[src/hdl/acm_pkg.sv]
// shared types, constants and helper functions of the crosspoint mixer
package acm_pkg;

    // channel and sample geometry
    localparam int CHANNELS    = 16;
    localparam int CH_BITS     = 4;
    localparam int CNT_BITS    = 5;
    localparam int SAMPLE_BITS = 24;
    localparam int ACC_BITS    = SAMPLE_BITS + 4;

    // configuration port
    localparam int CFG_IDX_BITS  = 4;
    localparam int CFG_DATA_BITS = 5;
    localparam logic [CFG_IDX_BITS-1:0] REG_INPUT_COUNT  = 4'd0;
    localparam logic [CFG_IDX_BITS-1:0] REG_OUTPUT_COUNT = 4'd1;
    localparam logic [CNT_BITS-1:0]     COUNT_RESET      = 5'd2;

    // request op codes
    localparam logic [1:0] OP_SAMPLE   = 2'd0;
    localparam logic [1:0] OP_IN_MUTE  = 2'd1;
    localparam logic [1:0] OP_OUT_MUTE = 2'd2;
    localparam logic [1:0] OP_XPOINT   = 2'd3;

    // command queue geometry
    localparam int QDEPTH    = 4;
    localparam int QIDX_BITS = 2;
    localparam int QCNT_BITS = 3;

    // classified request as held in the command queue
    typedef struct packed {
        logic [1:0]                    kind;
        logic [CH_BITS-1:0]            in_ch;
        logic [CH_BITS-1:0]            out_ch;
        logic signed [SAMPLE_BITS-1:0] sample;
        logic                          flag;
        logic                          frame_end;
        logic                          in_active;
    } cmd_t;

    // queue status seen by both sides
    typedef struct packed {
        logic                 empty;
        logic                 full;
        logic [QCNT_BITS-1:0] level;
    } q_stat_t;

    // a count of zero acts as one, above the channel total as the total
    function automatic logic [CNT_BITS-1:0] active_count(input logic [CNT_BITS-1:0] count);
        logic [CNT_BITS-1:0] res;
        if (count == '0)
            res = CNT_BITS'(1);
        else if (count > CNT_BITS'(CHANNELS))
            res = CNT_BITS'(CHANNELS);
        else
            res = count;
        return res;
    endfunction

endpackage

[src/hdl/acm_front.sv]
// front end: accepts requests and classifies them into queue commands
module acm_front
    import acm_pkg::*;
(
    input  logic                          in_valid,
    output logic                          in_stall,
    input  logic [1:0]                    op,
    input  logic [CH_BITS-1:0]            in_channel,
    input  logic [CH_BITS-1:0]            out_channel,
    input  logic signed [SAMPLE_BITS-1:0] sample_in,
    input  logic                          flag_value,
    input  logic                          frame_end,
    input  logic [CNT_BITS-1:0]           in_active,
    input  q_stat_t                       q_stat,
    output logic                          push,
    output cmd_t                          cmd
);

    // accept whenever the queue has room
    assign in_stall = q_stat.full;
    assign push     = in_valid && !q_stat.full;

    // classify the request
    always_comb
    begin
        cmd.kind      = op;
        cmd.in_ch     = in_channel;
        cmd.out_ch    = out_channel;
        cmd.sample    = sample_in;
        cmd.flag      = flag_value;
        // frame end only counts on a sample
        cmd.frame_end = (op == OP_SAMPLE) && frame_end;
        // inputs at or above the active count are not mixed
        cmd.in_active = {1'b0, in_channel} < in_active;
    end

endmodule

[src/hdl/acm_queue.sv]
// short command queue between front end and mixing engine
module acm_queue
    import acm_pkg::*;
(
    input  logic    clk,
    input  logic    rst_n,
    input  logic    push,
    input  cmd_t    wr_cmd,
    input  logic    pop,
    output cmd_t    rd_cmd,
    output q_stat_t q_stat
);

    cmd_t                 mem_reg [QDEPTH];
    logic [QIDX_BITS-1:0] wr_ptr_reg;
    logic [QIDX_BITS-1:0] rd_ptr_reg;
    logic [QCNT_BITS-1:0] level_reg;

    // status and head of queue
    assign q_stat.level = level_reg;
    assign q_stat.empty = (level_reg == '0);
    assign q_stat.full  = (level_reg == QCNT_BITS'(QDEPTH));
    assign rd_cmd       = mem_reg[rd_ptr_reg];

    // storage
    always_ff @(posedge clk)
    begin
        if (push)
            mem_reg[wr_ptr_reg] <= wr_cmd;
    end

    // pointers and fill level
    always_ff @(posedge clk or negedge rst_n)
    begin
        if (!rst_n)
        begin
            wr_ptr_reg <= '0;
            rd_ptr_reg <= '0;
            level_reg  <= '0;
        end
        else
        begin
            if (push)
                wr_ptr_reg <= wr_ptr_reg + QIDX_BITS'(1);
            if (pop)
                rd_ptr_reg <= rd_ptr_reg + QIDX_BITS'(1);
            if (push && !pop)
                level_reg <= level_reg + QCNT_BITS'(1);
            else if (pop && !push)
                level_reg <= level_reg - QCNT_BITS'(1);
        end
    end

endmodule

[src/hdl/acm_back.sv]
// mixing engine: routing state, accumulators and frame emission
module acm_back
    import acm_pkg::*;
(
    input  logic                          clk,
    input  logic                          rst_n,
    input  q_stat_t                       q_stat,
    input  cmd_t                          cmd,
    output logic                          pop,
    input  logic [CNT_BITS-1:0]           out_active,
    output logic                          out_valid,
    input  logic                          out_stall,
    output logic [CH_BITS-1:0]            out_index,
    output logic signed [SAMPLE_BITS-1:0] sample_out,
    output logic                          last
);

    localparam logic ST_IDLE = 1'b0;
    localparam logic ST_EMIT = 1'b1;

    logic                          state_reg, state_next;
    logic [CH_BITS-1:0]            cnt_reg;
    logic signed [ACC_BITS-1:0]    acc_reg [CHANNELS];
    logic [CHANNELS-1:0]           xpt_reg [CHANNELS];
    logic [CHANNELS-1:0]           in_mute_reg;
    logic [CHANNELS-1:0]           out_mute_reg;
    logic                          out_valid_reg;
    logic [CH_BITS-1:0]            out_index_reg;
    logic signed [SAMPLE_BITS-1:0] sample_out_reg;
    logic                          last_reg;

    logic                          take;
    logic [CHANNELS-1:0]           row;
    logic signed [ACC_BITS-1:0]    sat_sum [CHANNELS];
    logic                          emit_step;
    logic                          emit_last;
    logic signed [ACC_BITS-1:0]    acc_sel;
    logic signed [SAMPLE_BITS-1:0] emit_val;

    // dispatch one command when not emitting
    assign pop       = (state_reg == ST_IDLE) && !q_stat.empty;
    assign row       = xpt_reg[cmd.in_ch];
    assign take      = pop && (cmd.kind == OP_SAMPLE) && cmd.in_active
                       && !in_mute_reg[cmd.in_ch];
    assign emit_step = (state_reg == ST_EMIT) && (!out_valid_reg || !out_stall);
    assign emit_last = ({1'b0, cnt_reg} + CNT_BITS'(1)) == out_active;

    // saturating add in every output lane
    always_comb
    begin
        logic signed [ACC_BITS:0] sum;
        for (int o = 0; o < CHANNELS; o++)
        begin
            sum = {acc_reg[o][ACC_BITS-1], acc_reg[o]}
                  + (ACC_BITS+1)'(cmd.sample);
            if (sum[ACC_BITS] != sum[ACC_BITS-1])
                sat_sum[o] = sum[ACC_BITS] ? {1'b1, {(ACC_BITS-1){1'b0}}}
                                           : {1'b0, {(ACC_BITS-1){1'b1}}};
            else
                sat_sum[o] = sum[ACC_BITS-1:0];
        end
    end

    // result value: narrow with saturation, zero when muted
    always_comb
    begin
        acc_sel = acc_reg[cnt_reg];
        if (acc_sel[ACC_BITS-1:SAMPLE_BITS-1] != '0 &&
            acc_sel[ACC_BITS-1:SAMPLE_BITS-1] != '1)
            emit_val = acc_sel[ACC_BITS-1] ? {1'b1, {(SAMPLE_BITS-1){1'b0}}}
                                           : {1'b0, {(SAMPLE_BITS-1){1'b1}}};
        else
            emit_val = acc_sel[SAMPLE_BITS-1:0];
        if (out_mute_reg[cnt_reg])
            emit_val = '0;
    end

    // sequencer next state
    always_comb
    begin
        state_next = state_reg;
        unique case (state_reg)
            ST_IDLE:
            begin
                if (pop && cmd.frame_end)
                    state_next = ST_EMIT;
            end
            ST_EMIT:
            begin
                if (emit_step && emit_last)
                    state_next = ST_IDLE;
            end
            default: state_next = ST_IDLE;
        endcase
    end

    // sequencer and frame counter
    always_ff @(posedge clk or negedge rst_n)
    begin
        if (!rst_n)
        begin
            state_reg <= ST_IDLE;
            cnt_reg   <= '0;
        end
        else
        begin
            state_reg <= state_next;
            if (pop)
                cnt_reg <= '0;
            else if (emit_step)
                cnt_reg <= cnt_reg + CH_BITS'(1);
        end
    end

    // routing matrix and mutes
    always_ff @(posedge clk or negedge rst_n)
    begin
        if (!rst_n)
        begin
            for (int i = 0; i < CHANNELS; i++)
                xpt_reg[i] <= CHANNELS'(1) << i;
            in_mute_reg  <= '0;
            out_mute_reg <= '0;
        end
        else if (pop)
        begin
            unique case (cmd.kind)
                OP_IN_MUTE:  in_mute_reg[cmd.in_ch]       <= cmd.flag;
                OP_OUT_MUTE: out_mute_reg[cmd.out_ch]     <= cmd.flag;
                OP_XPOINT:   xpt_reg[cmd.in_ch][cmd.out_ch] <= cmd.flag;
                default:     ;
            endcase
        end
    end

    // accumulators: mix on samples, clear after the frame
    always_ff @(posedge clk or negedge rst_n)
    begin
        if (!rst_n)
        begin
            for (int o = 0; o < CHANNELS; o++)
                acc_reg[o] <= '0;
        end
        else if (take)
        begin
            for (int o = 0; o < CHANNELS; o++)
                if (row[o])
                    acc_reg[o] <= sat_sum[o];
        end
        else if (emit_step && emit_last)
        begin
            for (int o = 0; o < CHANNELS; o++)
                acc_reg[o] <= '0;
        end
    end

    // output register
    always_ff @(posedge clk or negedge rst_n)
    begin
        if (!rst_n)
            out_valid_reg <= 1'b0;
        else if (emit_step)
            out_valid_reg <= 1'b1;
        else if (!out_stall)
            out_valid_reg <= 1'b0;
    end

    always_ff @(posedge clk)
    begin
        if (emit_step)
        begin
            out_index_reg  <= cnt_reg;
            sample_out_reg <= emit_val;
            last_reg       <= emit_last;
        end
    end

    assign out_valid  = out_valid_reg;
    assign out_index  = out_index_reg;
    assign sample_out = sample_out_reg;
    assign last       = last_reg;

endmodule

[src/hdl/audio_crosspoint_matrix_mixer.sv]
// top level of the audio crosspoint matrix mixer
// Requests (samples, mute and crosspoint settings) are taken one per clock while the
// four-entry command queue has room, and the mixing engine retires one per clock
// while not emitting a frame; all sixteen output lanes add a sample in parallel.
// A sample carrying frame_end makes the engine emit output_count results, one per
// clock through its output register unless the output side stalls, and it takes
// no further command until the last has been loaded; meanwhile the queue keeps
// accepting up to four requests. Mutes and routing are kept across count register
// writes.
module audio_crosspoint_matrix_mixer
    import acm_pkg::*;
(
    input  logic                          clk,
    input  logic                          rst_n,
    input  logic                          cfg_we,
    input  logic [CFG_IDX_BITS-1:0]       cfg_index,
    input  logic [CFG_DATA_BITS-1:0]      cfg_data,
    input  logic                          in_valid,
    output logic                          in_stall,
    input  logic [1:0]                    op,
    input  logic [CH_BITS-1:0]            in_channel,
    input  logic [CH_BITS-1:0]            out_channel,
    input  logic signed [SAMPLE_BITS-1:0] sample_in,
    input  logic                          flag_value,
    input  logic                          frame_end,
    output logic                          out_valid,
    input  logic                          out_stall,
    output logic [CH_BITS-1:0]            out_index,
    output logic signed [SAMPLE_BITS-1:0] sample_out,
    output logic                          last
);

    logic [CNT_BITS-1:0] input_count_reg;
    logic [CNT_BITS-1:0] output_count_reg;
    logic [CNT_BITS-1:0] in_active;
    logic [CNT_BITS-1:0] out_active;
    q_stat_t             q_stat;
    cmd_t                wr_cmd;
    cmd_t                rd_cmd;
    logic                push;
    logic                pop;

    // count registers
    always_ff @(posedge clk or negedge rst_n)
    begin
        if (!rst_n)
        begin
            input_count_reg  <= COUNT_RESET;
            output_count_reg <= COUNT_RESET;
        end
        else if (cfg_we)
        begin
            if (cfg_index == REG_INPUT_COUNT)
                input_count_reg <= cfg_data;
            else if (cfg_index == REG_OUTPUT_COUNT)
                output_count_reg <= cfg_data;
        end
    end

    assign in_active  = active_count(input_count_reg);
    assign out_active = active_count(output_count_reg);

    // front end
    acm_front u_front (
        .in_valid    (in_valid),
        .in_stall    (in_stall),
        .op          (op),
        .in_channel  (in_channel),
        .out_channel (out_channel),
        .sample_in   (sample_in),
        .flag_value  (flag_value),
        .frame_end   (frame_end),
        .in_active   (in_active),
        .q_stat      (q_stat),
        .push        (push),
        .cmd         (wr_cmd)
    );

    // command queue
    acm_queue u_queue (
        .clk    (clk),
        .rst_n  (rst_n),
        .push   (push),
        .wr_cmd (wr_cmd),
        .pop    (pop),
        .rd_cmd (rd_cmd),
        .q_stat (q_stat)
    );

    // mixing engine
    acm_back u_back (
        .clk        (clk),
        .rst_n      (rst_n),
        .q_stat     (q_stat),
        .cmd        (rd_cmd),
        .pop        (pop),
        .out_active (out_active),
        .out_valid  (out_valid),
        .out_stall  (out_stall),
        .out_index  (out_index),
        .sample_out (sample_out),
        .last       (last)
    );

`ifndef SYNTHESIS
    // the final result of a frame belongs to the last active output
    a_last_index: assert property (@(posedge clk) disable iff (!rst_n)
        (out_valid && last) |-> ({1'b0, out_index} + CNT_BITS'(1)) == out_active)
        else $error("last result on wrong output index");

    // the queue never overfills
    a_queue_level: assert property (@(posedge clk) disable iff (!rst_n)
        q_stat.level <= QCNT_BITS'(QDEPTH))
        else $error("command queue overfilled");

    // the engine only takes commands that are there
    a_pop_nonempty: assert property (@(posedge clk) disable iff (!rst_n)
        pop |-> !q_stat.empty)
        else $error("command taken from empty queue");

    // a request accepted into a full queue would be lost
    a_push_room: assert property (@(posedge clk) disable iff (!rst_n)
        (push && q_stat.full) |-> 1'b0)
        else $error("request pushed into full queue");
`endif

endmodule

[config.mk]
export PLATFORM = sky130hd
export DESIGN_NAME = audio_crosspoint_matrix_mixer
export DESIGN_NICKNAME = d
export VERILOG_FILES = /design/src/hdl/acm_pkg.sv /design/src/hdl/acm_front.sv /design/src/hdl/acm_queue.sv /design/src/hdl/acm_back.sv /design/src/hdl/audio_crosspoint_matrix_mixer.sv
export SDC_FILE = /design/constraint.sdc
export NUM_CORES = 2
export LEC_CHECK = 0
export BUFFER_PORTS_ARGS = -buffer_cell sky130_fd_sc_hd__buf_4
export CAP_MARGIN = 20
export CORE_MARGIN = 2
export CORE_UTILIZATION = 49
export DETAILED_ROUTE_END_ITERATION = 6
export PLACE_DENSITY = 0.7
export SETUP_SLACK_MARGIN = 0.2
export SYNTH_ARGS = -nofsm -noshare
export SYNTH_HDL_FRONTEND = slang
export SYNTH_HIERARCHICAL = 1
export SYNTH_SLANG_ARGS = --single-unit
[constraint.sdc]
create_clock -name clk -period 12.35 [get_ports clk]
set_input_delay 1.235 -clock clk [delete_from_list [all_inputs] [get_ports clk]]
set_output_delay 1.235 -clock clk [all_outputs]
set_load 0.01 [all_outputs]
== Word-level counts from Yosys, hierarchy flattened ==
Memories as Yosys holds them, arrays and structs flattened.
Cells that the tools add are included.

* Bits in registers: 788
* Bits in latches: 0
* Memory bits (writable): 148
* Memory bits (read-only): 0
* Input port bits: 50
* Output and inout port bits: 31
* Word-level logic and storage cells: 263
* Memories kept: 1

* Add/subtract/negate cells: 22
* Multiply operators: 0
* Div/mod/pow operators: 0
* Magnitude comparators: 11
* Eq/ne operators: 40
* Shifts and indexed selects: 0
* Mux-type cells: 86
* Bitwise operators: 4
* Reductions and logical operators: 54

{| class="wikitable"
|+ Memory list
! memory !! words !! width !! rd ports !! clocked after Yosys merged registers in !! write ports !! line !! source
|-
| u_queue.mem_reg || 4 || 37 || 1 || 0 || 1 || acm_queue.sv:14 || <nowiki>cmd_t mem_reg [QDEPTH];</nowiki>
|}

{| class="wikitable"
|+ Operators by type and width
! kind !! number
|-
| 2-to-1 mux 28 bit || 50
|-
| 2-to-1 mux 448 bit || 2
|-
| adder 28 x 24 -> 29 bit || 16
|-
| bitwise mux 256 bit || 1
|-
| binary-select mux 28 bit (select 4 bit) || 1
|-
| binary-select mux 16 bit (select 4 bit) || 1
|-
| demux 16 bit (select 4 bit) || 1
|-
| 2-to-1 mux 16 bit || 3
|-
| 2-to-1 mux 24 bit || 2
|-
| AND reduction 2 bit || 20
|-
| bitwise mux 16 bit || 2
|-
| inequality test 2 bit (second input constant) || 16
|-
| 2-to-1 mux 5 bit || 4
|-
| inequality test 1 bit || 16
|-
| logical AND 1 bit || 15
|-
| < comparator 4 x 5 -> 1 bit (second input constant) || 3
|-
| >= comparator 5 bit (second input constant) || 2
|-
| greater-than comparator 5 bit (second input constant) || 2
|-
| zero test 5 bit || 2
|-
| 2-to-1 mux 1 bit || 10
|-
| inverter 4 -> 5 bit || 2
|-
| binary-select mux 1 bit (select 4 bit) || 2
|-
| demux 1 bit (select 4 bit) || 2
|-
| >= comparator 4 x 1 -> 1 bit (second input constant) || 2
|-
| other kinds (26) || 40
|}

== Logic depth before layout (Yosys ltp) ==
* Depth after elaboration: 8
* Gate-level depth with buffers: 24
* Gate-level depth less buffers: 20

== By module ==
Netlist, hierarchy kept.

{| class="wikitable"
|+ By module, submodules not included
! module !! instances !! cells an instance !! area an instance (um^2) !! seq. area each (um^2)
|-
| acm_back || 1 || 6235 || 58175.8 || 19458.7
|-
| acm_queue || 1 || 227 || 5724.2 || 4619.4
|-
| audio_crosspoint_matrix_mixer || 1 || 37 || 462.9 || 252.7
|-
| acm_front || 1 || 50 || 374.1 || 0.0
|}

== Worst setup path after synthesis ==
Ideal clock, no wire load.

* Kind: register to register
* From: reg u_queue.rd_ptr_reg[0]
* To: reg u_back/acc_reg[100] (netlist name)
* Setup time: 0.133 ns
* Arrival time: 5.488 ns
* Data required time: 12.217 ns
* Slack: 6.729 ns
* Cell stages (with the launch flop): 20
* Buffers on the path: 3
* Period minus slack after synthesis: 5.621 ns
* Cell sequence: dfrtp_1 -> buf_4 -> mux4_2 -> ha_1 -> a211oi_1 -> o211ai_1 -> a31oi_1 -> o31ai_1 -> a41o_1 -> a21o_1 -> a31oi_1 -> o21bai_1 -> a21oi_1 -> xnor2_1 -> ha_1 -> clkbuf_1 -> inv_1 -> o311ai_1 -> clkbuf_1 -> o21ai_0

{| class="wikitable"
|+ RTL lines
! item !! line !! source
|-
| start, declared || acm_queue.sv:16 || <nowiki>logic [QIDX_BITS-1:0] rd_ptr_reg;</nowiki>
|-
| start signal, assigned || acm_queue.sv:46 || <nowiki>rd_ptr_reg <= rd_ptr_reg + QIDX_BITS'(1);</nowiki>
|-
| end signal, assigned by index || acm_back.sv:148 || <nowiki>acc_reg[o] <= sat_sum[o];</nowiki>
|-
| end, declared || acm_back.sv:23 || <nowiki>logic signed [ACC_BITS-1:0] acc_reg [CHANNELS];</nowiki>
|}

==> results.py <==
metrics = {
    "status": {
        "outcome": "finished clean",
    },
    "synthesis": {
        "synth.avg_cell_area_sq_um": 9.89,
        "yosysMostFrequentCell": "nand2_1",
        "synth_area_leaders": "dfrtp_1 29%, ha_1 9.4%, mux4_2 8.7%",
        "synth_ff_type": "dfrtp_1",
        "yosys.cell_types.count": 92,
        "ys_warn_count": 6,
        "synth_edf_count": 177,
        "synthCells": 6549,
        "yosys.area.top_type": "dfrtp_1",
        "synth_top_area_frac": 0.286,
        "synthesis.nets": 7103,
        "syn_area_sq_um": 64700,
        "synth_commonest_cells": "856 x nand2_1, 741 x dfrtp_1, 629 x nor2_1",
        "ys_ff_latch": 936,
        "synthArstFlopShare": 0.811,
        "yosysSeqAreaShare": 0.376,
    },
    "clock_network": {
        "cts_sinks": 936,
        "cts_buffers": 103,
        "cts_hold_buf": 0,
        "clk_latency_ps": 760,
        "htreeDepth": 3,
        "cts_resized": 0,
        "cts_setup_buffers": 0,
        "cts_max_path_buffers": 3,
        "cts_tree": "yes",
        "cts_root_buf": "clkbuf_16",
        "path_clk_slew_ps": 60,
    },
    "finish": {
        "multi_input_area_sq_um": 38700,
        "utilization": 0.537,
        "final-seq-area_sq_um": 24300,
        "drive_gt1_frac": 0.149,
        "synthToLayoutAreaGrowth_pct": 8.83,
        "fin_nets": 7039,
        "largest_reg_flops": 448,
        "fillCellCount": 11500,
    },
    "floorplanning": {
        "rows": 133,
        "ios": 81,
        "die_h_um": 367,
        "core_sq_um": 131000,
        "fp.dieW_um": 367,
        "start_util": 0.493,
        "dieArea_sq_um": 135000,
    },
    "sta": {
        "setup-tns-final_ps": 0,
        "fmax_mhz": 142,
        "final_max_slew_viol_count": 0,
        "setup_viol": 0,
        "setup_ws_ps": 5310,
        "min_period_ps": 7040,
        "finalClockSkew_ps": 48.0,
        "fin_crit_sh": 0.570,
        "worst_pin_slew_ps": 1230,
        "hold_ws_ps": 498,
        "hold_viol_final": 0,
        "max_slew_margin": 0.177,
        "rsz0062_at_grt": "false",
    },
    "drt": {
        "via_count": 52100,
        "routedWlPerCell_um": 23.0,
        "routed_wl_mm": 191,
        "post_drt_via_cell_ratio": 6.26,
        "ant_nets": 0,
        "drt-initial-drc-count": 5178,
        "drc_errors": 0,
        "drtPass1Iterations": 5,
    },
    "setup_path": {
        "r2r_cells": 17,
        "r2r-end": "u_back/acc_reg[68]",
        "critical_path_arrival_ps": 7630,
        "rrSetupSlack_ps": 5310,
        "end_kind": "flop",
        "required_ps": 12940,
        "cp_max_fo": 29,
        "start_kind": "flop",
        "crit_type": "flop to flop",
        "rr_startpoint": "u_queue/rd_ptr_reg[0]",
    },
    "global_route": {
        "grt_pass1_wl_mm": 296,
        "grt_pass1_vias": 50500,
        "grt_start_max_net_pins": 146,
        "grt_overflow": 0,
        "grt_use_total": 0.280,
        "grt_antenna_before_repair": 4,
    },
    "placement": {
        "gp_congestion": 0.963,
        "io_buffers": 80,
        "hpwl_mm": 134,
        "place_ws_ps": 5360,
    },
    "job": {
        "drv_cap": 0,
    },
    "min_path": {
        "min_path_cells": 1,
        "hold_start": "u_queue/level_reg[2]",
        "hp-class": "flop to flop",
        "min_to": "u_queue/level_reg[2]",
    },
}
==> critical path, stage by stage, from the launching register on <==
cell and delay (ps):
dfrtp_2 580, buf_4 570, mux4_2 950, ha_1 490
a21oi_1 180, nor2_1 60, a211oi_1 290, o31a_1 260
o21ba_2 200, o21ai_0 220, a311o_1 430, and2_1 190
o21ai_0 230, ha_1 740, inv_1 250, o311ai_2 740
buf_4 340, o21ai_0 130
==> per-stage QoR <==
| step | instance area (sq um) | cells |
|---|---|---|
| 6_report | 70500 | 8326 |
| 5_1_grt | 70500 | 8325 |
| 4_1_cts | 70300 | 8316 |
| 3_5_place_dp | 66800 | 8126 |
| 3_3_place_gp | 66700 | 8123 |
| 2_1_floorplan | 64700 | 6549 |
==> cell families after synthesis <==
logic type,share of synthesized area
multiplexers,0.143
flip-flops,0.376
XOR/XNOR,0.0505
AND/OR/NAND/NOR,0.134
buffers and inverters,0.0280
AO/OA/AOI/OAI,0.169
adder cells (fa/ha/maj),0.0994
==> final cells by class <==
cell class	instances	share of cell area
Antenna cell	1	0.0000355
Inverter	94	0.00501
Multi-Input combinational cell	5186	0.549
Tap cell	1755	0.0312
Timing Repair Buffer	164	0.0202
Sequential cell	936	0.345
Clock buffer	144	0.0420
Clock inverter	46	0.00717
==> routing by layer <==
| layer | part of all wire | routed length (um) | track usage | up-vias |
|---|---|---|---|---|
| met5 | 0.000052 | 10 | 0 | - |
| li1 | - | - | - | 23900 |
| met4 | 0.053 | 10100 | 0.132 | 2 |
| met3 | 0.081 | 15600 | 0.0488 | 451 |
| met1 | 0.42 | 80700 | 0.386 | 25800 |
| met2 | 0.44 | 85000 | 0.431 | 2000 |
==> worst max-delay path by stage <==
| stage | depth (start not counted) | start | endpoint | slack, ps |
|---|---|---|---|---|
| after global placement | 17 | u_queue/rd_ptr_reg[0] | u_back/acc_reg[328] | 5440 |
| after global routing | 15 | u_queue/rd_ptr_reg[0] | u_back/acc_reg[96] | 4730 |
| after detailed placement | 18 | u_queue/rd_ptr_reg[1] | u_back/acc_reg[390] | 5360 |
| final | 17 | u_queue/rd_ptr_reg[0] | u_back/acc_reg[68] | 5310 |
| after floorplan | 19 | u_queue/rd_ptr_reg[0] | u_back/acc_reg[100] | 6730 |
| after CTS | 18 | u_queue/rd_ptr_reg[1] | u_back/acc_reg[390] | 5280 |
==> cell usage in the layout, fill, tap and decap left out, types with 33 or more instances in the layout <==
| cell | instances |
|---|---|
| inv_1 | 93 |
| o211ai_1 | 33 |
| clkbuf_16 | 104 |
| a22oi_1 | 34 |
| nand3_1 | 115 |
| a221o_1 | 34 |
| and3_1 | 39 |
| o21a_1 | 92 |
| a21oi_1 | 379 |
| nand2b_1 | 52 |
| o21bai_1 | 67 |
| xor2_1 | 115 |
| dfrtp_1 | 736 |
| a31oi_1 | 53 |
| a21o_1 | 205 |
| mux2_2 | 305 |
| nand2_1 | 855 |
| mux4_2 | 245 |
| nor2_1 | 620 |
| nor3_1 | 64 |
| edfxtp_1 | 177 |
| buf_4 | 150 |
| o21ai_0 | 557 |
| ha_1 | 487 |
| xnor2_1 | 258 |
| a211oi_1 | 63 |
| nor2b_1 | 83 |
Power is left out: the tool's default activity adds up to more than one toggle a clock period on the data nets, which glitch-free logic cannot reach.
